==> config.mk <==
export PLATFORM = sky130hd
export DESIGN_NAME = rc_drive_mixer_core
export DESIGN_NICKNAME = d
export VERILOG_FILES = /design/src/hdl/rcdm_pkg.sv /design/src/hdl/rcdm_decode.sv /design/src/hdl/rcdm_scale.sv /design/src/hdl/rc_drive_mixer_core.sv
export SDC_FILE = /design/constraint.sdc
export NUM_CORES = 1
export LEC_CHECK = 0
export ABC_AREA = 0
export BUFFER_PORTS_ARGS = -buffer_cell sky130_fd_sc_hd__buf_4
export CAP_MARGIN = 20
export CORE_UTILIZATION = 62
export DETAILED_ROUTE_END_ITERATION = 12
export GPL_TIMING_DRIVEN = 0
export PLACE_DENSITY = 0.82
export SYNTH_ARGS = -nofsm -noshare
export SYNTH_HDL_FRONTEND = slang
export SYNTH_HIERARCHICAL = 1
export SYNTH_SLANG_ARGS = --single-unit
==> constraint.sdc <==
create_clock -name aclk -period 12.5 [get_ports aclk]
set_input_delay 1.25 -clock aclk [delete_from_list [all_inputs] [get_ports aclk]]
set_output_delay 1.25 -clock aclk [all_outputs]
set_load 0.02 [all_outputs]
==> src/hdl/rcdm_pkg.sv <==
package rcdm_pkg;

    // Configuration register indexes.
    localparam logic [2:0] CFG_CENTER_DZ  = 3'd0;
    localparam logic [2:0] CFG_STOP_DZ    = 3'd1;
    localparam logic [2:0] CFG_RESTART_DZ = 3'd2;
    localparam logic [2:0] CFG_SWITCH_LOW = 3'd3;
    localparam logic [2:0] CFG_SWITCH_HI  = 3'd4;
    localparam logic [2:0] CFG_MAX_ERPM   = 3'd5;

    // Pulse window and stick geometry in microseconds.
    localparam logic [15:0] PULSE_MIN    = 16'd800;
    localparam logic [15:0] PULSE_MAX    = 16'd2200;
    localparam logic [11:0] PULSE_MID    = 12'd1500;
    localparam logic [15:0] THROTTLE_LOW = 16'd1000;
    localparam logic [15:0] THROTTLE_HI  = 16'd2000;
    localparam logic [9:0]  STICK_CLAMP  = 10'd500;
    localparam logic [9:0]  LEVEL_FULL   = 10'd1000;

    // Three-position switch codes.
    localparam logic [1:0] SW_LOW  = 2'd0;
    localparam logic [1:0] SW_MID  = 2'd1;
    localparam logic [1:0] SW_HIGH = 2'd2;

    // Gripper servo pulses in microseconds.
    localparam logic [11:0] SERVO_MIN      = 12'd550;
    localparam logic [11:0] SERVO_MID      = 12'd1500;
    localparam logic [11:0] SERVO_HIGH_POS = 12'd2278;
    localparam logic [11:0] SERVO_LOW_POS  = 12'd1944;

    // Divisor of the shared scale unit, and its rounded-up reciprocal
    // 2^35 / 1000 with the matching shift.
    localparam logic [10:0] SCALE_DIV   = 11'd1000;
    localparam logic [25:0] SCALE_RECIP = 26'd34359739;
    localparam int          SCALE_SHIFT = 35;

    typedef struct packed {
        logic [8:0]  center_dz;
        logic [9:0]  stop_dz;
        logic [9:0]  restart_dz;
        logic [11:0] switch_low;
        logic [11:0] switch_high;
        logic [14:0] max_erpm;
    } cfg_t;

    typedef struct packed {
        logic signed [10:0] move_lv;
        logic signed [10:0] turn_lv;
        logic [9:0]         speed;
        logic signed [10:0] lift_lv;
        logic [1:0]         grip_pos;
        logic [1:0]         plat;
        logic               move_near_stop;
        logic               steer_near_stop;
        logic               move_near_restart;
        logic               steer_near_restart;
    } frame_t;

endpackage

==> src/hdl/rcdm_decode.sv <==
module rcdm_decode (
    input  logic [15:0]        steer_pulse,
    input  logic [15:0]        move_pulse,
    input  logic [15:0]        speed_pulse,
    input  logic [15:0]        lift_pulse,
    input  logic [15:0]        grip_pulse,
    input  logic [15:0]        platform_pulse,
    input  rcdm_pkg::cfg_t     cfg,
    output rcdm_pkg::frame_t   frame
);

    function automatic logic pulse_ok(input logic [15:0] p);
        return (p >= rcdm_pkg::PULSE_MIN) && (p <= rcdm_pkg::PULSE_MAX);
    endfunction

    // Magnitude of the offset from center; only meaningful for a valid pulse.
    function automatic logic [9:0] offset_mag(input logic [15:0] p);
        logic signed [11:0] v;
        logic [11:0]        m;
        v = $signed(p[11:0] - rcdm_pkg::PULSE_MID);
        m = (v < 0) ? 12'(-v) : 12'(v);
        return m[9:0];
    endfunction

    function automatic logic offset_neg(input logic [15:0] p);
        return p[11:0] < rcdm_pkg::PULSE_MID;
    endfunction

    // Signed stick level with center deadzone and clamp at full travel.
    function automatic logic signed [10:0] stick_level(input logic [15:0] p,
                                                       input logic [8:0]  dz);
        logic [9:0]  m;
        logic [10:0] lv;
        m = offset_mag(p);
        if (!pulse_ok(p) || (m < {1'b0, dz})) begin
            return '0;
        end
        if (m > rcdm_pkg::STICK_CLAMP) begin
            m = rcdm_pkg::STICK_CLAMP;
        end
        lv = {m, 1'b0};
        return offset_neg(p) ? $signed(11'(-lv)) : $signed(lv);
    endfunction

    // An invalid pulse counts as centered.
    function automatic logic near_center(input logic [15:0] p, input logic [9:0] dz);
        return !pulse_ok(p) || (offset_mag(p) <= dz);
    endfunction

    function automatic logic [1:0] three_pos(input logic [15:0] p,
                                             input logic [11:0] lo,
                                             input logic [11:0] hi);
        if (!pulse_ok(p)) begin
            return rcdm_pkg::SW_MID;
        end
        if (p <= {4'd0, lo}) begin
            return rcdm_pkg::SW_LOW;
        end
        if (p >= {4'd0, hi}) begin
            return rcdm_pkg::SW_HIGH;
        end
        return rcdm_pkg::SW_MID;
    endfunction

    logic [15:0] speed_off;

    assign speed_off = speed_pulse - rcdm_pkg::THROTTLE_LOW;

    // Per-channel decode of one frame.
    always_comb begin
        frame.move_lv  = stick_level(move_pulse, cfg.center_dz);
        frame.turn_lv  = 11'(-stick_level(steer_pulse, cfg.center_dz));
        frame.lift_lv  = stick_level(lift_pulse, cfg.center_dz);
        frame.grip_pos = three_pos(grip_pulse, cfg.switch_low, cfg.switch_high);
        frame.plat     = three_pos(platform_pulse, cfg.switch_low, cfg.switch_high);

        if (!pulse_ok(speed_pulse) || (speed_pulse <= rcdm_pkg::THROTTLE_LOW)) begin
            frame.speed = '0;
        end else if (speed_pulse >= rcdm_pkg::THROTTLE_HI) begin
            frame.speed = rcdm_pkg::LEVEL_FULL;
        end else begin
            frame.speed = speed_off[9:0];
        end

        frame.move_near_stop     = near_center(move_pulse, cfg.stop_dz);
        frame.steer_near_stop    = near_center(steer_pulse, cfg.stop_dz);
        frame.move_near_restart  = near_center(move_pulse, cfg.restart_dz);
        frame.steer_near_restart = near_center(steer_pulse, cfg.restart_dz);
    end

endmodule

==> src/hdl/rcdm_scale.sv <==
module rcdm_scale (
    input  logic        aclk,
    input  logic        aresetn,
    input  logic        start,
    input  logic [9:0]  a_mag,
    input  logic [14:0] b_mag,
    output logic        done,
    output logic [14:0] quot
);

    logic [24:0] prod;
    logic [24:0] prod_reg;
    logic [50:0] recip_prod;
    logic        step_reg;
    logic        done_reg;
    logic [14:0] quot_reg;

    // The product of a 10-bit level and a 15-bit factor stays below 2^25.
    assign prod = {15'd0, a_mag} * {10'd0, b_mag};

    // Divide by 1000 as a multiply by the rounded-up reciprocal and a shift.
    // The rounding error times any 25-bit product stays below 2^35, so the
    // quotient is exact.
    assign recip_prod = {26'd0, prod_reg} * {25'd0, rcdm_pkg::SCALE_RECIP};

    assign done = done_reg;
    assign quot = quot_reg;

    // Registers the product on start, then the quotient, with done raised as the quotient is registered.
    always_ff @(posedge aclk) begin
        if (!aresetn) begin
            step_reg <= 1'b0;
            done_reg <= 1'b0;
        end else begin
            step_reg <= start;
            done_reg <= step_reg;
            if (start) begin
                prod_reg <= prod;
            end
            if (step_reg) begin
                quot_reg <= 15'(recip_prod >> rcdm_pkg::SCALE_SHIFT);
            end
        end
    end

endmodule

==> src/hdl/rc_drive_mixer_core.sv <==
// Each accepted item steps through ST_MIX_GO, ST_MIX_WAIT, ST_ERPM_GO,
// ST_ERPM_WAIT and ST_OUT before the next is taken; the shared multiply and
// divide-by-1000 unit runs twice per item.
// s_tready is high only while the sequencer is idle; a result not taken holds it.
// Reset (aresetn low, synchronous) loads the default registers, sets the
// stop latch, clears the gripper-seen flag and drops any pending result.
module rc_drive_mixer_core (
    input  logic        aclk,
    input  logic        aresetn,
    // Configuration writes.
    input  logic        cfg_valid,
    output logic        cfg_ready,
    input  logic [2:0]  cfg_index,
    input  logic [14:0] cfg_data,
    // Input frame.
    input  logic        s_tvalid,
    output logic        s_tready,
    // s_tdata from bit 0: steer_pulse, move_pulse, speed_pulse, lift_pulse,
    // grip_pulse, platform_pulse (16 bits each).
    input  logic [95:0] s_tdata,
    // s_tuser: grip_fresh.
    input  logic        s_tuser,
    // Result.
    output logic        m_tvalid,
    input  logic        m_tready,
    // m_tdata from bit 0: left_erpm (16), right_erpm (16), move_level (11),
    // turn_level (11), speed_level (10), lift_level (11), grip_position (2),
    // platform_pos (2), servo_pulse (12), then 5 zero bits.
    output logic [95:0] m_tdata
);

    typedef enum logic [2:0] {
        ST_IDLE,
        ST_MIX_GO,
        ST_MIX_WAIT,
        ST_ERPM_GO,
        ST_ERPM_WAIT,
        ST_OUT
    } state_t;

    state_t             state_reg;
    rcdm_pkg::cfg_t     cfg_reg;
    rcdm_pkg::frame_t   frame;
    logic               stop_reg;
    logic               stop_next;
    logic               grip_seen_reg;
    logic               grip_seen_next;
    logic               s_accept;
    logic [11:0]        servo_next;

    // Per-item working registers.
    logic signed [10:0] move_lv_reg;
    logic signed [10:0] turn_lv_reg;
    logic [9:0]         speed_reg;
    logic signed [10:0] lift_lv_reg;
    logic [1:0]         grip_pos_reg;
    logic [1:0]         plat_reg;
    logic [11:0]        servo_reg;
    logic [9:0]         sel_mag_reg;
    logic               sel_neg_reg;
    logic               turn_sel_reg;
    logic [9:0]         mix_mag_reg;
    logic [14:0]        erpm_mag_reg;

    logic signed [10:0] move_lv_next;
    logic signed [10:0] turn_lv_next;
    logic signed [10:0] sel_lv_next;

    logic               unit_start;
    logic [9:0]         unit_a;
    logic [14:0]        unit_b;
    logic               unit_done;
    logic [14:0]        unit_q;

    logic [15:0]        erpm_pos;
    logic [15:0]        left_erpm;
    logic [15:0]        right_erpm;

    logic               m_tvalid_reg;
    logic [95:0]        m_tdata_reg;
    logic               out_load;

    assign cfg_ready = 1'b1;
    assign s_tready  = (state_reg == ST_IDLE);
    assign s_accept  = s_tvalid && s_tready;
    assign m_tvalid  = m_tvalid_reg;
    assign m_tdata   = m_tdata_reg;
    assign out_load  = (state_reg == ST_OUT) && (!m_tvalid_reg || m_tready);

    // Configuration registers; writes to unused indexes are dropped.
    always_ff @(posedge aclk) begin
        if (!aresetn) begin
            cfg_reg.center_dz   <= 9'd40;
            cfg_reg.stop_dz     <= 10'd80;
            cfg_reg.restart_dz  <= 10'd120;
            cfg_reg.switch_low  <= 12'd1300;
            cfg_reg.switch_high <= 12'd1700;
            cfg_reg.max_erpm    <= 15'd25000;
        end else if (cfg_valid && cfg_ready) begin
            unique case (cfg_index)
                rcdm_pkg::CFG_CENTER_DZ:  cfg_reg.center_dz   <= cfg_data[8:0];
                rcdm_pkg::CFG_STOP_DZ:    cfg_reg.stop_dz     <= cfg_data[9:0];
                rcdm_pkg::CFG_RESTART_DZ: cfg_reg.restart_dz  <= cfg_data[9:0];
                rcdm_pkg::CFG_SWITCH_LOW: cfg_reg.switch_low  <= cfg_data[11:0];
                rcdm_pkg::CFG_SWITCH_HI:  cfg_reg.switch_high <= cfg_data[11:0];
                rcdm_pkg::CFG_MAX_ERPM:   cfg_reg.max_erpm    <= cfg_data;
                default: ;
            endcase
        end
    end

    rcdm_decode u_decode (
        .steer_pulse    (s_tdata[15:0]),
        .move_pulse     (s_tdata[31:16]),
        .speed_pulse    (s_tdata[47:32]),
        .lift_pulse     (s_tdata[63:48]),
        .grip_pulse     (s_tdata[79:64]),
        .platform_pulse (s_tdata[95:80]),
        .cfg            (cfg_reg),
        .frame          (frame)
    );

    // Stop latch with separate set and release deadzones.
    always_comb begin
        stop_next = stop_reg;
        if (frame.move_near_stop && frame.steer_near_stop) begin
            stop_next = 1'b1;
        end else if (stop_reg &&
                     (!frame.move_near_restart || !frame.steer_near_restart)) begin
            stop_next = 1'b0;
        end
    end

    // Levels after the latch, and the level picked for the drive mix.
    always_comb begin
        move_lv_next = stop_next ? 11'sd0 : frame.move_lv;
        turn_lv_next = stop_next ? 11'sd0 : frame.turn_lv;
        sel_lv_next  = (turn_lv_next != 0) ? turn_lv_next : move_lv_next;
    end

    // Gripper servo selection; climb mode parks the servo.
    always_comb begin
        grip_seen_next = grip_seen_reg;
        servo_next     = rcdm_pkg::SERVO_MIN;
        if (frame.plat != rcdm_pkg::SW_HIGH) begin
            grip_seen_next = grip_seen_reg || s_tuser;
            if (grip_seen_next) begin
                unique case (frame.grip_pos)
                    rcdm_pkg::SW_HIGH: servo_next = rcdm_pkg::SERVO_HIGH_POS;
                    rcdm_pkg::SW_LOW:  servo_next = rcdm_pkg::SERVO_LOW_POS;
                    default:           servo_next = rcdm_pkg::SERVO_MID;
                endcase
            end
        end
    end

    // Shared unit: first level * throttle / 1000, then mix * max_erpm / 1000.
    assign unit_start = (state_reg == ST_MIX_GO) || (state_reg == ST_ERPM_GO);
    assign unit_a     = (state_reg == ST_MIX_GO) ? sel_mag_reg : mix_mag_reg;
    assign unit_b     = (state_reg == ST_MIX_GO) ? {5'd0, speed_reg} : cfg_reg.max_erpm;

    rcdm_scale u_scale (
        .aclk    (aclk),
        .aresetn (aresetn),
        .start   (unit_start),
        .a_mag   (unit_a),
        .b_mag   (unit_b),
        .done    (unit_done),
        .quot    (unit_q)
    );

    // Left is negated; right follows left on a turn and mirrors it on a move.
    always_comb begin
        erpm_pos   = {1'b0, erpm_mag_reg};
        left_erpm  = sel_neg_reg ? erpm_pos : 16'(-erpm_pos);
        right_erpm = turn_sel_reg ? left_erpm : 16'(-left_erpm);
    end

    // Sequencer, per-item registers and the result register.
    always_ff @(posedge aclk) begin
        if (!aresetn) begin
            state_reg     <= ST_IDLE;
            stop_reg      <= 1'b1;
            grip_seen_reg <= 1'b0;
            m_tvalid_reg  <= 1'b0;
        end else begin
            // The result register loads from ST_OUT, otherwise empties when taken.
            if (out_load) begin
                m_tvalid_reg <= 1'b1;
                m_tdata_reg  <= {5'd0, servo_reg, plat_reg, grip_pos_reg,
                                 lift_lv_reg, speed_reg, turn_lv_reg,
                                 move_lv_reg, right_erpm, left_erpm};
            end else if (m_tvalid_reg && m_tready) begin
                m_tvalid_reg <= 1'b0;
            end
            unique case (state_reg)
                ST_IDLE: begin
                    if (s_accept) begin
                        stop_reg      <= stop_next;
                        grip_seen_reg <= grip_seen_next;
                        move_lv_reg   <= move_lv_next;
                        turn_lv_reg   <= turn_lv_next;
                        speed_reg     <= frame.speed;
                        lift_lv_reg   <= frame.lift_lv;
                        grip_pos_reg  <= frame.grip_pos;
                        plat_reg      <= frame.plat;
                        servo_reg     <= servo_next;
                        sel_neg_reg   <= sel_lv_next < 0;
                        sel_mag_reg   <= (sel_lv_next < 0) ? 10'(-sel_lv_next)
                                                           : 10'(sel_lv_next);
                        turn_sel_reg  <= turn_lv_next != 0;
                        state_reg     <= ST_MIX_GO;
                    end
                end
                ST_MIX_GO: begin
                    state_reg <= ST_MIX_WAIT;
                end
                ST_MIX_WAIT: begin
                    if (unit_done) begin
                        mix_mag_reg <= unit_q[9:0];
                        state_reg   <= ST_ERPM_GO;
                    end
                end
                ST_ERPM_GO: begin
                    state_reg <= ST_ERPM_WAIT;
                end
                ST_ERPM_WAIT: begin
                    if (unit_done) begin
                        erpm_mag_reg <= unit_q;
                        state_reg    <= ST_OUT;
                    end
                end
                ST_OUT: begin
                    if (out_load) begin
                        state_reg <= ST_IDLE;
                    end
                end
                default: begin
                    state_reg <= ST_IDLE;
                end
            endcase
        end
    end

endmodule

==> flow_summary.json, run 1 <==
{
  "outcome": "finished, final reports clean",
  "slew_headroom": 0.289,
  "ys_ff_latch": 292,
  "synthAdderAreaFrac": 0.371,
  "io_pins": 219,
  "synthSimpleGateAreaFrac": 0.134,
  "yosysSeqAreaShare": 0.254,
  "syn_area_um2": 31500,
  "critPathKind": "flop to flop",
  "fin_ws_ns": 4.19,
  "ff2ff_path_depth": 24,
  "die_h_um": 227,
  "insertion_delay_ns": 0.55,
  "h-tree-depth": 2,
  "synthDistinctLibCells": 108,
  "r2r_start": "state_reg[0]",
  "worst_hold_path.num_cells": 0,
  "initialDrtViolationCount": 1689,
  "drc_errors": 0,
  "synth_top_family_by_area": "adder cells",
  "worst_ep_arrival_time_ns": 8.61,
  "max_freq_mhz": 120,
  "die-area_um2": 51700,
  "worstPathMaxFanout": 10,
  "cp-end-kind": "flop",
  "antennaDiodeCount": 0,
  "worstPathRequired_ns": 12.79,
  "syn_avg_cell_area_um2": 9.93,
  "dp_worst_setup_slack_ns": 3.92,
  "setup.worst_path.start": "state_reg[0]",
  "post_cts_resize_count": 0,
  "grt_pass1_wl_um": 131000,
  "post_cts_buffers": 0,
  "drv_slew": 0,
  "wirelength_um": 82300,
  "skew_ns": 0.0117,
  "cts.path.max_buffers": 3,
  "ant_nets": 0,
  "grt_antenna_before_repair": 1,
  "fin_crit_ns": 8.31,
  "cts_tree": "built",
  "tightest_slew_ns": 1.06,
  "async_reset_ff_frac": 0,
  "synth_edf_count": 216,
  "min_path_type": "flop to flop",
  "synth-compound-area-share": 0.109,
  "place_congestion": 0.959,
  "tns_ns": 0,
  "initial_core_util": 0.628,
  "rsz0062_at_grt": "false",
  "mostFrequentLayoutCell": "inv_1",
  "post-route-period-util": 0.665,
  "mostFrequentLayoutCells": "inv_1, ha_1, nand2_1",
  "port_buffers": 203,
  "via_count": 24200,
  "placed_cell_area_um2": 34000,
  "syn_inst": 3172,
  "setup_viol": 0,
  "drive_gt1_frac": 0.111,
  "drt_first_pass_iters": 8,
  "grt_max_degree": 43,
  "yosys_warnings": 6,
  "fp.dieW_um": 227,
  "synth_xor_area_frac": 0.0384,
  "cts_buffers": 34,
  "muxShareOfSynthArea": 0.0120,
  "fill_cells": 3701,
  "area_growth_pct": 11.5,
  "ctsHoldBuffers": 0,
  "synth_ff_type": "edfxtp_1",
  "clock_tree.root_cell": "clkbuf_16",
  "cts_sinks": 292,
  "maxCapViolations": 0,
  "rows": 82,
  "min_from": "servo_reg[5]",
  "hpwl_um": 66800,
  "clk_pin_slew_ns": 0.06,
  "viasPerCell": 5.87,
  "wl_per_cell_um": 20.0,
  "overflow": 0,
  "hold_viol": 0,
  "final_cell_area_um2": 35100,
  "largest_reg_flops": 85,
  "grt_pass1_vias": 25000,
  "critPathLaunchType": "flop",
  "layout.nets": 4294,
  "track_usage": 0.327,
  "core_area_um2": 50200
}
worst max-delay path, cell delays in order (launching register included):
cell and delay [ns]:
dfxtp_1 0.31, clkbuf_1 0.31, nor2b_1 0.33, nor2b_1 0.25, clkbuf_1 0.39, buf_2 0.36, mux2_2 0.33, clkbuf_1 0.55
nand2_1 0.17, fa_1 0.54, inv_1 0.06, fa_1 0.51, fa_1 0.52, fa_1 0.57, fa_1 0.53, ha_1 0.37
a21o_1 0.19, a21o_1 0.18, a21o_1 0.20, a221oi_1 0.44, a21oi_1 0.15, o22a_1 0.25, a211o_1 0.27, a21oi_1 0.20
xnor2_1 0.09
cell type report:
type / count / area, um^2 / share of cell area
plain buffers: 96 / 478 / 0.0136
flip-flops and latches: 292 / 8010 / 0.228
well taps: 672 / 841 / 0.0239
multi-input cells: 2242 / 21000 / 0.598
inverters: 549 / 2060 / 0.0588
clock buffers: 45 / 943 / 0.0269
repair buffers: 209 / 1630 / 0.0465
clock inverters: 16 / 165 / 0.00470
cells in the mapped netlist (7+ instances only):
master,instances,area share
and2_1,101,0.020
clkbuf_1,57,0.0068
nor2b_1,32,0.0064
o21ai_0,60,0.0095
o31ai_1,11,0.0026
a21boi_0,52,0.012
nor2_1,114,0.014
o21a_1,47,0.011
a21o_1,51,0.012
o21bai_1,9,0.0021
nand2_1,315,0.038
a21oi_1,102,0.016
nand3_1,65,0.010
or4_1,11,0.0026
mux2_2,23,0.0082
or2_2,9,0.0018
buf_4,18,0.0043
and3_1,17,0.0034
nor4_1,11,0.0022
ha_1,444,0.18
a31oi_1,25,0.0050
nor3b_1,11,0.0026
inv_1,544,0.065
dfxtp_1,76,0.048
buf_2,16,0.0025
nor3_1,40,0.0064
o21ai_1,8,0.0013
xnor2_1,73,0.020
a211oi_1,10,0.0024
mux2i_1,8,0.0025
o31a_1,7,0.0019
nand2b_1,22,0.0044
xor2_1,50,0.014
fa_1,306,0.19
a41oi_1,13,0.0036
o211ai_1,11,0.0026
nand4_1,30,0.0060
edfxtp_1,216,0.21
o311a_1,8,0.0025
per-stage QoR:
stage                     utilization  hold slack [ns]  cells
after detailed placement        0.677            0.405   4058
after global placement          0.675            0.401   4054
final                           0.700            0.415   4121
after global routing            0.700            0.415   4121
after floorplan                     -            0.400   3179
after CTS                       0.699            0.418   4119
routing by layer:
layer / global-route usage / vias up / share of wire
li1: - / 11200 / -
met1: 0.399 / 11900 / 0.40
met2: 0.579 / 873 / 0.50
met3: 0.0492 / 219 / 0.062
met4: 0.132 / 2 / 0.041
met5: 0 / - / 0.00023
kinds of logic after synthesis:
logic type	after synthesis
muxes	33
DFF	292
AOI/OAI and AO/OA	490
other	3
and+or+nand+nor	830
buffers and inverters	645
adders and majority gates	750
xor gates and xnor gates	129
path summary, 6_finish.rpt:
path                                        endpoint  slack [ns]
worst min register to register           m_tdata[84]        0.41
worst min-delay path                     m_tdata[84]        0.41
worst max-delay path            u_scale/prod_reg[24]        4.19
worst max register to register  u_scale/prod_reg[24]        4.19
Power of run 1 is left out: the tool's default activity adds up to more than one toggle a clock period on the data nets, which glitch-free logic cannot reach.
==> run 2: changes to the inputs <==
- CORE_UTILIZATION: 62 -> 57
- PLACE_DENSITY: 0.82 -> 0.79
- clock period: 12.5 -> 6.7 ns (I/O delays scaled with it)
==> run 2 against run 1 <==
  * The flow now finishes with violations (negative setup slack)
  * Design area increased by 4.2%
  * Global-route usage decreased by 3.3 points
  * Clock-buffer cell count decreased by 7
  * Clock skew increased by 0.010 ns
  * Fmax increased by 23%
  * Critical path depth decreased by 4
  * Die area increased by 8.7%
  * Largest cell class unchanged
==> flow_summary.json, run 2 (same netlist as run 1, synthesis figures left out) <==
{
  "outcome": "finished with violations",
  "violations": "negative setup slack",
  "layout.nets": 4378,
  "drv_slew": 0,
  "critPathKind": "flop to flop",
  "port_buffers": 203,
  "drc_errors": 0,
  "area_growth_pct": 16.2,
  "overflow": 0,
  "largest_reg_flops": 85,
  "viasPerCell": 5.74,
  "cts_buffers": 34,
  "grt_antenna_before_repair": 1,
  "min_path_type": "primary input to flop",
  "ff2ff_path_depth": 20,
  "worst_path_largest_cell_delay_ns": 0.59,
  "initial_core_util": 0.581,
  "drt_first_pass_iters": 5,
  "slew_headroom": 0.263,
  "post-route-period-util": 1.01,
  "fin_crit_ns": 6.75,
  "grt_pass1_wl_um": 130000,
  "fin_ws_ns": -0.0463,
  "hold-worst-slack_ns": 0.333,
  "ant_nets": 0,
  "ctsHoldBuffers": 0,
  "setup.worst_path.end": "u_scale/quot[14]",
  "cp_common_cell": "fa_1",
  "drive_gt1_frac": 0.163,
  "hpwl_um": 62900,
  "cts_tree": "built",
  "antennaDiodeCount": 0,
  "grt_pass1_vias": 24500,
  "fill_cells": 4000,
  "place_congestion": 0.973,
  "cp_cell_sequence": "buf_4 -> ha_2 -> fa_1 -> inv_1 -> fa_1 -> fa_1 -> inv_1 -> fa_1 -> fa_1 -> ha_1 -> ha_1 -> a21o_1 -> a21o_1 -> a21oi_1 -> nand2_1 -> o31ai_4 -> nor4_2 -> or4_4 -> a221oi_4 -> xnor2_1",
  "via_count": 24300,
  "rsz0062_at_grt": "true",
  "cp_slowest_cell": "fa_1",
  "setup.worst_path.start": "u_scale/prod_reg[20]",
  "fp.dieW_um": 237,
  "core_area_um2": 54200,
  "cts.path.max_buffers": 3,
  "mostFrequentLayoutCell": "inv_1",
  "reg2reg_to": "u_scale/quot[14]",
  "track_usage": 0.294,
  "min_from": "cfg_data[14]",
  "h-tree-depth": 2,
  "die-area_um2": 56200,
  "r2r_start": "u_scale/prod_reg[20]",
  "hold_viol": 0,
  "wirelength_um": 82700,
  "cp-end-kind": "flop",
  "clk_pin_slew_ns": 0.06,
  "maxCapViolations": 0,
  "rows": 85,
  "tightest_slew_ns": 1.09,
  "wl_per_cell_um": 19.6,
  "mostFrequentLayoutCells": "inv_1, ha_1, nand2_1",
  "worst_ep_arrival_time_ns": 7.05,
  "critPathLaunchType": "flop",
  "clock_tree.root_cell": "clkbuf_16",
  "die_h_um": 237,
  "worstPathRequired_ns": 7.01,
  "max_freq_mhz": 148,
  "r2r_slack_ns": -0.05,
  "insertion_delay_ns": 0.56,
  "grt_max_degree": 60,
  "worstPathMaxFanout": 4,
  "setup_viol": 2,
  "skew_ns": 0.0217,
  "initialDrtViolationCount": 1796,
  "io_pins": 219,
  "cts_sinks": 292
}
[run 2: cell count changes in the layout (fill, tap and decap cells not counted), moves of 7 or more]
cell | before | now
buf_4 | 222 | 313
clkbuf_1 | 64 | 35
ha_1 | 444 | 428
ha_4 | 0 | 11
mux2_2 | 23 | 13
mux2_4 | 1 | 11
a21oi_1 | 102 | 93
a21oi_2 | 3 | 12
buf_6 | 4 | 13
fa_1 | 306 | 299
fa_2 | 0 | 7
[run 2: stage by stage]
| step | setup WS, ns | cell area (um^2) | TNS [ns] | cells | utilization |
|---|---|---|---|---|---|
| CTS | -0.00842 | 36000 | -0.00842 | 4192 | 0.663 |
| global route | -0.220 | 36600 | -1.28 | 4230 | 0.675 |
| floorplan | 0.0123 | 31500 | 0 | 3179 | - |
| finish | -0.0463 | 36600 | -0.0491 | 4230 | 0.675 |
| detailed placement | -1.31 | 34000 | -20.37 | 4084 | 0.628 |
| global placement | -1.20 | 33900 | -76.08 | 4078 | 0.625 |
[run 2: metal layers]
| metal | GRT usage | share of wire | wire (um) |
|---|---|---|---|
| met1 | 0.379 | 0.40 | 33400 |
| met2 | 0.497 | 0.48 | 39700 |
| met3 | 0.0495 | 0.075 | 6210 |
| met4 | 0.109 | 0.041 | 3370 |
| met5 | 0 | 0.00021 | 17 |
[run 2: worst min path at each step]
stage / end / slack (ns) / cells after the start
final: cfg_reg[14] / 0.33 / 3
after global routing: cfg_reg[14] / 0.33 / 3
after CTS: cfg_reg[14] / 0.31 / 3
after detailed placement: m_tdata[35] / 0.40 / 0
after global placement: erpm_mag_reg[13] / 0.40 / 0
after floorplan: erpm_mag_reg[10] / 0.40 / 0
[run 2: final cells by class]
class	count	area (um^2)	area share
Sequential cell	292	8010	0.219
Clock buffer	38	897	0.0245
Tap cell	696	871	0.0238
Multi-Input combinational cell	2242	21500	0.588
Inverter	549	2060	0.0564
Buffer	84	518	0.0142
Timing Repair Buffer	305	2400	0.0657
Clock inverter	24	297	0.00810
[run 2: what timing repair did]
item	4_1_cts	5_1_grt
resized for setup	76	92
pin swaps	19	32
buffers inserted	55	38
gates cloned	0	2
setup endpoints to repair	34	29
[run 2: worst max-delay path: cells and delay by family (launching register included)]
family                   cells  cell delay (ns)
buffers and inverters        3             0.34
adder cells (fa/ha/maj)      8             3.64
XOR/XNOR                     1             0.10
AND/OR/NAND/NOR              3             0.68
AO/OA/AOI/OAI                5             1.27
flip-flops                   1             0.47
Power of run 2 is left out for the same reason.
